$ cat src/sv/mwpf_pkg.sv
// ----------------------------------------------------------------------------
// mwpf_pkg
// panel geometry, field widths, register indexes and result layout for the
// mirrored window pixel fetch block
// ----------------------------------------------------------------------------
package mwpf_pkg;

	// panel geometry in pixels and rows
	localparam int PANEL_WIDTH  = 1872;
	localparam int PANEL_HEIGHT = 1404;
	// frame buffer row pitch in bytes, two pixels per byte
	localparam int PITCH        = PANEL_WIDTH / 2;

	// field widths
	localparam int COORD_W = 13;
	localparam int WIN_W   = 11;
	localparam int ADDR_W  = 21;
	localparam int BYTE_W  = 8;
	localparam int IDX_W   = 3;
	// signed width for clamping math, holds sums of two coordinates plus rounding
	localparam int CALC_W  = COORD_W + 2;
	// bytes per window row and rows per window
	localparam int RB_W    = $clog2(PANEL_WIDTH / 2 + 1);
	localparam int ROW_W   = $clog2(PANEL_HEIGHT + 1);

	// stream widths
	localparam int TDATA_USED = 4 * WIN_W + ADDR_W + BYTE_W;
	localparam int TDATA_W    = ((TDATA_USED + 7) / 8) * 8;
	localparam int TUSER_W    = 4;

	localparam logic signed [CALC_W-1:0] PANEL_WIDTH_S  = CALC_W'(PANEL_WIDTH);
	localparam logic signed [CALC_W-1:0] PANEL_HEIGHT_S = CALC_W'(PANEL_HEIGHT);
	localparam logic [ADDR_W-1:0]        PITCH_C        = ADDR_W'(PITCH);

	// configuration register indexes
	typedef enum logic [IDX_W-1:0] {
		REG_RECT_LEFT     = 3'd0,
		REG_RECT_TOP      = 3'd1,
		REG_RECT_WIDTH    = 3'd2,
		REG_RECT_HEIGHT   = 3'd3,
		REG_MIRROR_ENABLE = 3'd4
	} reg_idx_t;

	// input item kinds
	typedef enum logic {
		REQ_START = 1'b0,
		REQ_DATA  = 1'b1
	} req_type_t;

	// one result item
	typedef struct packed {
		logic [WIN_W-1:0]  win_x;
		logic [WIN_W-1:0]  win_y;
		logic [WIN_W-1:0]  win_w;
		logic [WIN_W-1:0]  win_h;
		logic              window_empty;
		logic [ADDR_W-1:0] fetch_addr;
		logic              fetch_valid;
		logic [BYTE_W-1:0] out_byte;
		logic              out_valid;
		logic              row_end;
		logic              window_end;
	} result_t;

	// swap the two pixels of a byte
	function automatic logic [BYTE_W-1:0] swap_nibbles(input logic [BYTE_W-1:0] b);
		return {b[3:0], b[7:4]};
	endfunction

endpackage

$ cat src/sv/mirrored_window_pixel_fetch_top.sv
// ----------------------------------------------------------------------------
// mirrored_window_pixel_fetch_top
// clamps and aligns a 4 bpp window, then sequences frame buffer byte fetches
// and returns each fetched byte, mirrored per row when enabled
// ----------------------------------------------------------------------------
//  channel   dir  handshake                      payload
//  s_axis    in   s_axis_tvalid / s_axis_tready  tdata fetched_byte, tuser req_type
//  m_axis    out  m_axis_tvalid / m_axis_tready  tdata window + addr + byte,
//                                                tuser flags, tlast window_end
//  cfg       in   cfg_valid / cfg_ready          cfg_index, cfg_data
//
//  one result per transaction, a new transaction accepted every cycle while m_axis does not stall
//  an item passes through the input register, then window/fetch logic into the
//  result register; the start path (clamp, row multiply, address add) is the
//  longest path between them
//  arst_n clears valids, busy state and config (mirror_enable resets to 1)
//  a stall on m_axis holds the result register and backs up into s_axis
//  once the input register is also full; cfg_ready is always high
// ----------------------------------------------------------------------------
module mirrored_window_pixel_fetch_top (
	input  logic                          clk,
	input  logic                          arst_n,
	// input stream
	input  logic                          s_axis_tvalid,
	output logic                          s_axis_tready,
	input  logic [mwpf_pkg::BYTE_W-1:0]   s_axis_tdata,  // [7:0] fetched_byte
	input  logic                          s_axis_tuser,  // [0] req_type
	// result stream
	output logic                          m_axis_tvalid,
	input  logic                          m_axis_tready,
	// [10:0] win_x, [21:11] win_y, [32:22] win_w, [43:33] win_h,
	// [64:44] fetch_addr, [72:65] out_byte, rest zero
	output logic [mwpf_pkg::TDATA_W-1:0]  m_axis_tdata,
	// [0] window_empty, [1] fetch_valid, [2] out_valid, [3] row_end
	output logic [mwpf_pkg::TUSER_W-1:0]  m_axis_tuser,
	output logic                          m_axis_tlast,  // window_end
	// configuration writes
	input  logic                          cfg_valid,
	output logic                          cfg_ready,
	input  logic [mwpf_pkg::IDX_W-1:0]    cfg_index,
	input  logic [mwpf_pkg::COORD_W-1:0]  cfg_data
);
	import mwpf_pkg::*;

	// configuration registers
	logic signed [COORD_W-1:0] rect_left_q, rect_top_q, rect_width_q, rect_height_q;
	logic                      mirror_q;

	// window state
	logic [RB_W-1:0]   row_bytes_q, byte_count_q;
	logic [ROW_W-1:0]  rows_total_q, row_count_q;
	logic [ADDR_W-1:0] row_base_q;
	logic              busy_q;

	// pipeline registers
	logic              vld_s1, vld_s2;
	logic              req_s1;
	logic [BYTE_W-1:0] byte_s1;
	result_t           res_s2;

	logic    fire;
	result_t res_nxt;

	// start path
	logic signed [CALC_W-1:0] x, y, w, h, x0, x1, xw, aw, seg;
	logic                     st_empty;
	logic [ADDR_W-1:0]        st_base, st_off;

	// data path
	logic                     rend, wend;
	logic [RB_W-1:0]          bc_nxt, off;
	logic [ROW_W-1:0]         rc_nxt;
	logic [ADDR_W-1:0]        base_nxt;

	// handshakes
	assign fire          = vld_s1 && (!vld_s2 || m_axis_tready);
	assign s_axis_tready = !vld_s1 || fire;
	assign cfg_ready     = 1'b1;
	assign m_axis_tvalid = vld_s2;

	// configuration write
	always_ff @(posedge clk or negedge arst_n) begin
		if (!arst_n) begin
			rect_left_q   <= '0;
			rect_top_q    <= '0;
			rect_width_q  <= '0;
			rect_height_q <= '0;
			mirror_q      <= 1'b1;
		end else if (cfg_valid && cfg_ready) begin
			unique case (cfg_index)
				REG_RECT_LEFT:     rect_left_q   <= cfg_data;
				REG_RECT_TOP:      rect_top_q    <= cfg_data;
				REG_RECT_WIDTH:    rect_width_q  <= cfg_data;
				REG_RECT_HEIGHT:   rect_height_q <= cfg_data;
				REG_MIRROR_ENABLE: mirror_q      <= cfg_data[0];
				default: ;
			endcase
		end
	end

	// input register
	always_ff @(posedge clk or negedge arst_n) begin
		if (!arst_n) begin
			vld_s1 <= 1'b0;
		end else if (s_axis_tready) begin
			vld_s1 <= s_axis_tvalid;
		end
	end

	always_ff @(posedge clk) begin
		if (s_axis_tvalid && s_axis_tready) begin
			req_s1  <= s_axis_tuser;
			byte_s1 <= s_axis_tdata;
		end
	end

	// clamp the rectangle to the panel and widen x to 4-pixel alignment
	always_comb begin
		x = CALC_W'(rect_left_q);
		y = CALC_W'(rect_top_q);
		w = CALC_W'(rect_width_q);
		h = CALC_W'(rect_height_q);
		if (x < 0) begin
			w = w + x;
			x = '0;
		end
		if (y < 0) begin
			h = h + y;
			y = '0;
		end
		if (x + w > PANEL_WIDTH_S) w = PANEL_WIDTH_S - x;
		if (y + h > PANEL_HEIGHT_S) h = PANEL_HEIGHT_S - y;
		x0 = {x[CALC_W-1:2], 2'b00};
		xw = x + w + CALC_W'(3);
		x1 = {xw[CALC_W-1:2], 2'b00};
		if (x1 > PANEL_WIDTH_S) x1 = PANEL_WIDTH_S;
		aw = x1 - x0;
		seg = aw >>> 1;
		st_empty = (w <= 0) || (h <= 0) || (seg <= 0);
		st_base = ADDR_W'(ADDR_W'(y[CALC_W-2:0]) * PITCH_C) + ADDR_W'(x0[CALC_W-2:1]);
		st_off = mirror_q ? ADDR_W'(seg[CALC_W-2:0] - 1'b1) : '0;
	end

	// row and window ends, next fetch position
	always_comb begin
		rend = ({1'b0, byte_count_q} + 1'b1) >= {1'b0, row_bytes_q};
		wend = rend && (({1'b0, row_count_q} + 1'b1) >= {1'b0, rows_total_q});
		bc_nxt   = rend ? '0 : byte_count_q + 1'b1;
		rc_nxt   = rend ? row_count_q + 1'b1 : row_count_q;
		base_nxt = rend ? row_base_q + PITCH_C : row_base_q;
		off      = mirror_q ? row_bytes_q - 1'b1 - bc_nxt : bc_nxt;
	end

	// result for the item in the input register
	always_comb begin
		res_nxt = '0;
		if (req_s1 == REQ_START) begin
			if (st_empty) begin
				res_nxt.window_empty = 1'b1;
			end else begin
				res_nxt.win_x = mirror_q ? WIN_W'(PANEL_WIDTH_S - x1) : WIN_W'(x0);
				res_nxt.win_y       = WIN_W'(y);
				res_nxt.win_w       = WIN_W'(aw);
				res_nxt.win_h       = WIN_W'(h);
				res_nxt.fetch_addr  = st_base + st_off;
				res_nxt.fetch_valid = 1'b1;
			end
		end else if (busy_q) begin
			res_nxt.out_byte   = mirror_q ? swap_nibbles(byte_s1) : byte_s1;
			res_nxt.out_valid  = 1'b1;
			res_nxt.row_end    = rend;
			res_nxt.window_end = wend;
			if (!wend) begin
				res_nxt.fetch_addr  = base_nxt + ADDR_W'(off);
				res_nxt.fetch_valid = 1'b1;
			end
		end
	end

	// window state update
	always_ff @(posedge clk or negedge arst_n) begin
		if (!arst_n) begin
			row_bytes_q  <= '0;
			byte_count_q <= '0;
			rows_total_q <= '0;
			row_count_q  <= '0;
			row_base_q   <= '0;
			busy_q       <= 1'b0;
		end else if (fire) begin
			if (req_s1 == REQ_START) begin
				busy_q <= !st_empty;
				if (!st_empty) begin
					row_bytes_q  <= RB_W'(seg);
					rows_total_q <= ROW_W'(h);
					byte_count_q <= '0;
					row_count_q  <= '0;
					row_base_q   <= st_base;
				end
			end else if (busy_q) begin
				byte_count_q <= bc_nxt;
				row_count_q  <= rc_nxt;
				row_base_q   <= base_nxt;
				if (wend) busy_q <= 1'b0;
			end
		end
	end

	// result register
	always_ff @(posedge clk or negedge arst_n) begin
		if (!arst_n) begin
			vld_s2 <= 1'b0;
		end else if (fire) begin
			vld_s2 <= 1'b1;
		end else if (m_axis_tready) begin
			vld_s2 <= 1'b0;
		end
	end

	always_ff @(posedge clk) begin
		if (fire) res_s2 <= res_nxt;
	end

	// stream packing
	assign m_axis_tdata = {(TDATA_W - TDATA_USED)'(0), res_s2.out_byte, res_s2.fetch_addr,
		res_s2.win_h, res_s2.win_w, res_s2.win_y, res_s2.win_x};
	assign m_axis_tuser = {res_s2.row_end, res_s2.out_valid, res_s2.fetch_valid,
		res_s2.window_empty};
	assign m_axis_tlast = res_s2.window_end;

endmodule

$ cat config.mk
export PLATFORM = sky130hd
export DESIGN_NAME = mirrored_window_pixel_fetch_top
export DESIGN_NICKNAME = d
export VERILOG_FILES = /design/src/sv/mwpf_pkg.sv /design/src/sv/mirrored_window_pixel_fetch_top.sv
export SDC_FILE = /design/constraint.sdc
export NUM_CORES = 1
export LEC_CHECK = 0
export ABC_AREA = 1
export BUFFER_PORTS_ARGS = -buffer_cell sky130_fd_sc_hd__buf_2
export CORE_MARGIN = 2
export CORE_UTILIZATION = 36
export CTS_CLUSTER_DIAMETER = 80
export CTS_CLUSTER_SIZE = 20
export DETAILED_ROUTE_END_ITERATION = 8
export PLACE_DENSITY = 0.6
export SLEW_MARGIN = 20
export SYNTH_ARGS = -nofsm -noshare
export SYNTH_HDL_FRONTEND = slang
export SYNTH_SLANG_ARGS = --single-unit
$ cat constraint.sdc
create_clock -name clk -period 9.9 [get_ports clk]
set_input_delay 1.98 -clock clk [delete_from_list [all_inputs] [get_ports clk]]
set_output_delay 1.98 -clock clk [all_outputs]
set_load 0.01 [all_outputs]
==> results.yml, run 1 <==
placement:
  dp_hpwl_mm: 41.8
  portBuffers: 105
  finalWeightedCongestion: 0.886
global_route:
  grt_pass1_vias: 16900
  antenna_found_initial: 0
  grt-ovfl-total: 0
  grt_pass1_wl_mm: 85.2
  grtUsageTotal_pct: 19.8
  grt_max_degree: 54
floorplanning:
  fp.dieH_um: 232
  io_pins: 118
  core-area_um2: 51400
  die_area_um2: 54000
  dieWidth_um: 232
  initial_core_util_pct: 36.5
  num_rows: 83
route:
  topRoutingLayerUsed: "met4"
  met1_length_mm: 25.1
  routed-via-count: 17400
  wl_met2_mm: 25.1
  wl_per_cell_um: 15.1
  route.detailed.drc: 0
  vias_per_cell: 4.93
  drt_first_iter_violations: 1102
  wl_met3_mm: 1.82
  wl_mm: 53.0
  postRouteAntennaNets: 0
  firstDrtPassIters: 5
cells_and_area:
  regArea_um2: 5420
  final_layout_size_suffix_gt1_share_pct: 19.5
  multiInputGateArea_um2: 12400
  fin_nets: 3101
  n_fill_cell: 5151
  n_antenna_cell: 0
  synthToLayoutAreaGrowth_pct: 21.6
  postLayoutCoreUtil_pct: 44.4
yosys:
  synthSimpleGateAreaFrac_pct: 24.4
  synth_xor_area_share_pct: 6.07
  synth_ff_type: "dfrtp_1"
  async_reset_ff_share_pct: 58.5
  synth_edf_count: 83
  ys_seq_elements: 200
  syn_inst: 2552
  syn_area_per_cell_um2: 7.35
  synthDistinctLibCells: 56
  ys.warnings.count: 0
  ys_seq_area_share_pct: 28.9
  synth_area_um2: 18800
  synth_top_family_by_area: "simple AND/OR/NAND/NOR gates"
  synth_compound_area_share_pct: 13.2
  synth.area.mux_share_pct: 0.0533
  synth_adder_area_share_pct: 17.8
sta:
  min_period_ns: 9.82
  setup_viol: 0
  skew_ns: 0.0303
  hold_viol: 0
  timing.fmax_ghz: 0.102
  worstMarginPinSlew_ns: 0.972
  rsz0062_at_grt: "yes"
  relSlewSlack_pct: 35.1
  period_share_pct: 99.2
  drv_slew: 0
critical_path:
  cp_data_required_time_ns: 10.15
  crit_path_top_delay_cell: "dfrtp_2"
  path_max_fanout: 4
  cp_common_cell: "nand2_1"
  cp_slowest_stage_delay_ns: 0.45
  crit_buf_inv: 11
  end_kind: "flop"
  crit_arrival_ns: 10.06
  critical_path_class: "reg -> reg"
  cp-start-kind: "flop"
  critPathTopFamily: "compound AO/OA/AOI/OAI gates"
clock_network:
  htreeDepth: 4
  ctsRootBufferMaster: "clkbuf_16"
  clock_latency_ns: 0.51
  cts_sinks: 200
  clk_path_buf_depth: 2
  clkTransAtPathRegs_ns: 0.10
  cts_buffers: 17
  cts_tree: "yes"
run_status:
  outcome: "completed"
worst_hold_path:
  hold_class: "reg -> reg"
run:
  max-cap-violations: 0
cell type report:
cell class,count,share of cell area [%]
repair inverters,1,0.0274
clock buffers,24,2.22
clock inverters,8,0.477
repair buffers,311,9.21
well taps,680,3.73
multi-input cells,1919,54.3
inverters,376,6.24
flip-flops and latches,200,23.8
metrics by stage:
step / setup WS [ns] / cells / hold WS [ns] / instance area (um2) / TNS [ns]
2_1_floorplan: 0.0339 / 2563 / 0.442 / 18800 / 0
3_3_place_gp: -0.0620 / 3462 / 0.455 / 21200 / -0.0620
3_5_place_dp: -0.316 / 3462 / 0.458 / 21200 / -0.998
4_1_cts: 0.00250 / 3497 / 0.476 / 21900 / 0
5_1_grt: -0.710 / 3519 / 0.491 / 22800 / -2.94
6_report: 0.0830 / 3519 / 0.474 / 22800 / 0
final timing paths:
path,startpoint,to,slack [ns],cells past startpoint
max in group asynchronous,arst_n,rect_height_q[11],7.32,2
hold / removal,rows_total_q[1],rows_total_q[1],0.47,2
hold reg to reg,rows_total_q[1],rows_total_q[1],0.47,2
min in group asynchronous,arst_n,row_base_q[9],1.46,1
setup / recovery,rect_left_q[1],m_axis_tdata[64],0.08,70
setup reg to reg,rect_left_q[1],m_axis_tdata[64],0.08,70
Yosys cell counts, types with 10 or more instances:
master,instances,share of area [%]
buf_2,10,0.27
a21oi_1,155,4.1
nand2_1,648,13
edfxtp_1,83,13
buf_4,18,0.72
nand4_1,34,1.1
ha_1,209,14
o21bai_1,26,1.0
xnor2_1,31,1.4
xor2_1,99,4.6
fa_1,36,3.8
nor3_1,25,0.67
clkbuf_1,31,0.62
or2_2,11,0.37
o22ai_1,12,0.40
nor2_1,214,4.3
o21ai_2,20,0.93
inv_1,364,7.3
dfrtp_1,116,15
o21ai_0,174,4.6
nand3_1,116,3.1
worst register-to-register path: cells and delay by family (launching register included):
family | cells | cell delay, ns
adders and majority gates | 6 | 1.99
and+or+nand+nor | 25 | 2.40
xor gates and xnor gates | 4 | 0.69
DFF | 1 | 0.45
AOI/OAI and AO/OA | 24 | 3.07
buffers and inverters | 11 | 0.99
registers in the layout, summed over array words and instances (netlist names):
name	count
rect_top_q	13
rect_left_q	13
row_count_q	11
row_base_q	20
byte_s1	8
vld_s1	1
m_axis_tuser	4
row_bytes_q	9
rect_height_q	13
m_axis_tdata	69
m_axis_tlast	1
rows_total_q	11
byte_count_q	10
busy_q	1
mirror_q	1
m_axis_tvalid	1
rect_width_q	13
req_s1	1
cell families after synthesis:
group | count (synthesis)
AND/OR/NAND/NOR | 1090
buffers and inverters | 444
AO/OA/AOI/OAI | 440
adder cells (fa/ha/maj) | 245
flip-flops | 200
XOR/XNOR | 130
other | 2
multiplexers | 1
layout by cell type, fill, tap and decap left out, types with 33 or more instances in the layout:
cell type,n
nor2_1,203
nand4_1,34
inv_1,353
buf_4,201
buf_2,104
edfxtp_1,83
ha_1,187
dfrtp_1,115
xor2_1,94
nand3_1,107
nand2_1,625
o21ai_0,154
a21oi_1,125
fa_1,33
layer usage:
layer / vias up / track usage [%]
met5: - / 0
met4: 0 / 5.51
met3: 66 / 2.71
met2: 317 / 33.0
met1: 8133 / 26.6
li1: 8836 / -
what timing repair did:
item | 4_1_cts | 5_1_grt
gates cloned | 0 | 1
hold buffers | 0 | 0
pin swaps | 9 | 99
endpoints found under the setup margin | 4 | 92
buffers inserted | 3 | 21
gates resized for setup | 22 | 171
Power of run 1 is not shown: default switching activity piles up to over one toggle a cycle in this logic, so the estimate is an artifact.
==> run 2, diff against run 1 <==
--- a/config.mk
+++ b/config.mk
@@ -7,8 +7,9 @@
 export LEC_CHECK = 0
 export ABC_AREA = 1
 export BUFFER_PORTS_ARGS = -buffer_cell sky130_fd_sc_hd__buf_2
-export CORE_MARGIN = 2
+export CORE_MARGIN = 1.5
 export CORE_UTILIZATION = 36
+export CTS_BUF_LIST = sky130_fd_sc_hd__clkbuf_4 sky130_fd_sc_hd__clkbuf_8
 export CTS_CLUSTER_DIAMETER = 80
 export CTS_CLUSTER_SIZE = 20
 export DETAILED_ROUTE_END_ITERATION = 8
==> results.yml, run 2 (same netlist as run 1, synthesis figures left out) <==
clock_network:
  cts_tree: "yes"
  cts_sinks: 200
  hold_buffers: 0
  clock_latency_ns: 0.58
  htreeDepth: 4
  ctsRootBufferMaster: "clkbuf_8"
  clk_path_buf_depth: 2
  clkTransAtPathRegs_ns: 0.11
  cts_buffers: 17
placement:
  finalWeightedCongestion: 0.865
  dp_hpwl_mm: 41.6
  post_dp_cell_area_um2: 21200
  pre_cts_ws_ns: -0.284
  place_inst: 3464
  portBuffers: 105
route:
  route.detailed.drc: 0
  postRouteAntennaNets: 0
  wl_per_cell_um: 14.9
  firstDrtPassIters: 6
  drt_first_iter_violations: 1064
  routed-via-count: 17500
  wl_mm: 52.7
  vias_per_cell: 4.95
worst_hold_path:
  hold_class: "reg -> reg"
  holdPathStages: 2
sta:
  relSlewSlack_pct: 31.8
  worstMarginPinSlew_ns: 1.02
  holdWs_ns: 0.481
  setup_viol: 0
  hold_viol: 0
  drv_slew: 0
  rsz0062_at_grt: "yes"
  timing.fmax_ghz: 0.102
  period_share_pct: 98.6
  fin_ws_ns: 0.138
  min_period_ns: 9.76
  skew_ns: 0.0185
floorplanning:
  io_pins: 118
  fp.dieH_um: 231
  dieWidth_um: 231
  core-area_um2: 51400
  num_rows: 83
  initial_core_util_pct: 36.5
  die_area_um2: 53500
critical_path:
  cp_data_required_time_ns: 10.23
  critical_path_class: "reg -> reg"
  r2r_setup_slack_ns: 0.14
  cp_slowest_stage_delay_ns: 0.40
  crit_path_top_delay_cell: "dfrtp_1"
  end_kind: "flop"
  path_max_fanout: 6
  cp_common_cell: "a21oi_2"
  reg2reg_depth: 75
  cp-start-kind: "flop"
  crit_arrival_ns: 10.10
cells_and_area:
  n_fill_cell: 5255
  final_common_cell: "nand2_1"
  largest_register_ffs: 69
  final_layout_size_suffix_gt1_share_pct: 18.8
  regArea_um2: 5420
  multiInputGateArea_um2: 12200
  fin_area_um2: 22500
  instances_no_fill: 3528
  fin_nets: 3108
  synthToLayoutAreaGrowth_pct: 20.1
  most-common-layout-cells: "nand2_1 (628), inv_1 (357), buf_4 (209)"
global_route:
  antenna_found_initial: 1
  grtUsageTotal_pct: 19.8
  grt_pass1_vias: 16800
  grt-ovfl-total: 0
  grt_pass1_wl_mm: 84.8
  grt_max_degree: 66
run_status:
  outcome: "completed"
run:
  max-cap-violations: 0
-- run 2: changes by cell type in the layout (fill, tap and decap cells not counted), sizes merged --
cell / delta
buf: +8
bufinv: +3
clkbuf: -3
diode: +2
inv: -2
clkinv: +1
-- run 2: critical path: cells and delay by family (launching register included) --
family          cells  cell delay, ns
compound gates     28            3.39
simple gates       26            2.29
fa+ha+maj           7            2.06
buf+inv            10            0.75
xor+xnor            4            0.62
flops               1            0.40
-- run 2: per-stage QoR --
stage,TNS [ns],utilization (%)
after floorplan,0,-
after global placement,-0.0837,41.2
after detailed placement,-0.822,41.2
after CTS,0,42.4
after global routing,-5.55,43.8
final,0,43.8
-- run 2: area by class of cell --
class | count | share of cell area [%]
diodes | 2 | 0.0222
clock buffers | 21 | 1.23
clock inverters | 11 | 0.866
inverters | 376 | 6.30
multi-input cells | 1919 | 54.1
flip-flops and latches | 200 | 24.1
well taps | 680 | 3.78
repair buffers | 319 | 9.63
-- run 2: path summary, 6_finish.rpt --
kind / startpoint / endpoint
setup / recovery: rect_width_q[0] / m_axis_tdata[63]
hold / removal: rows_total_q[1] / rows_total_q[1]
setup reg to reg: rect_width_q[0] / m_axis_tdata[63]
hold reg to reg: rows_total_q[1] / rows_total_q[1]
max in group asynchronous: arst_n / rect_width_q[1]
min in group asynchronous: arst_n / byte_count_q[5]
-- run 2: what timing repair did --
item,CTS,global route
gates resized for setup,30,125
setup buffers,7,24
pin swaps,12,110
endpoints found under the setup margin,4,80
hold endpoints to repair,0,0
-- run 2: layer usage --
metal / track usage [%] / wire, um / part of all wire (%)
met2: 33.5 / 25200 / 48
met4: 4.62 / 835 / 1.6
met5: 0 / 0 / 0
met3: 3.09 / 2010 / 3.8
met1: 26.4 / 24600 / 47
Power of run 2 is left out for the same reason.
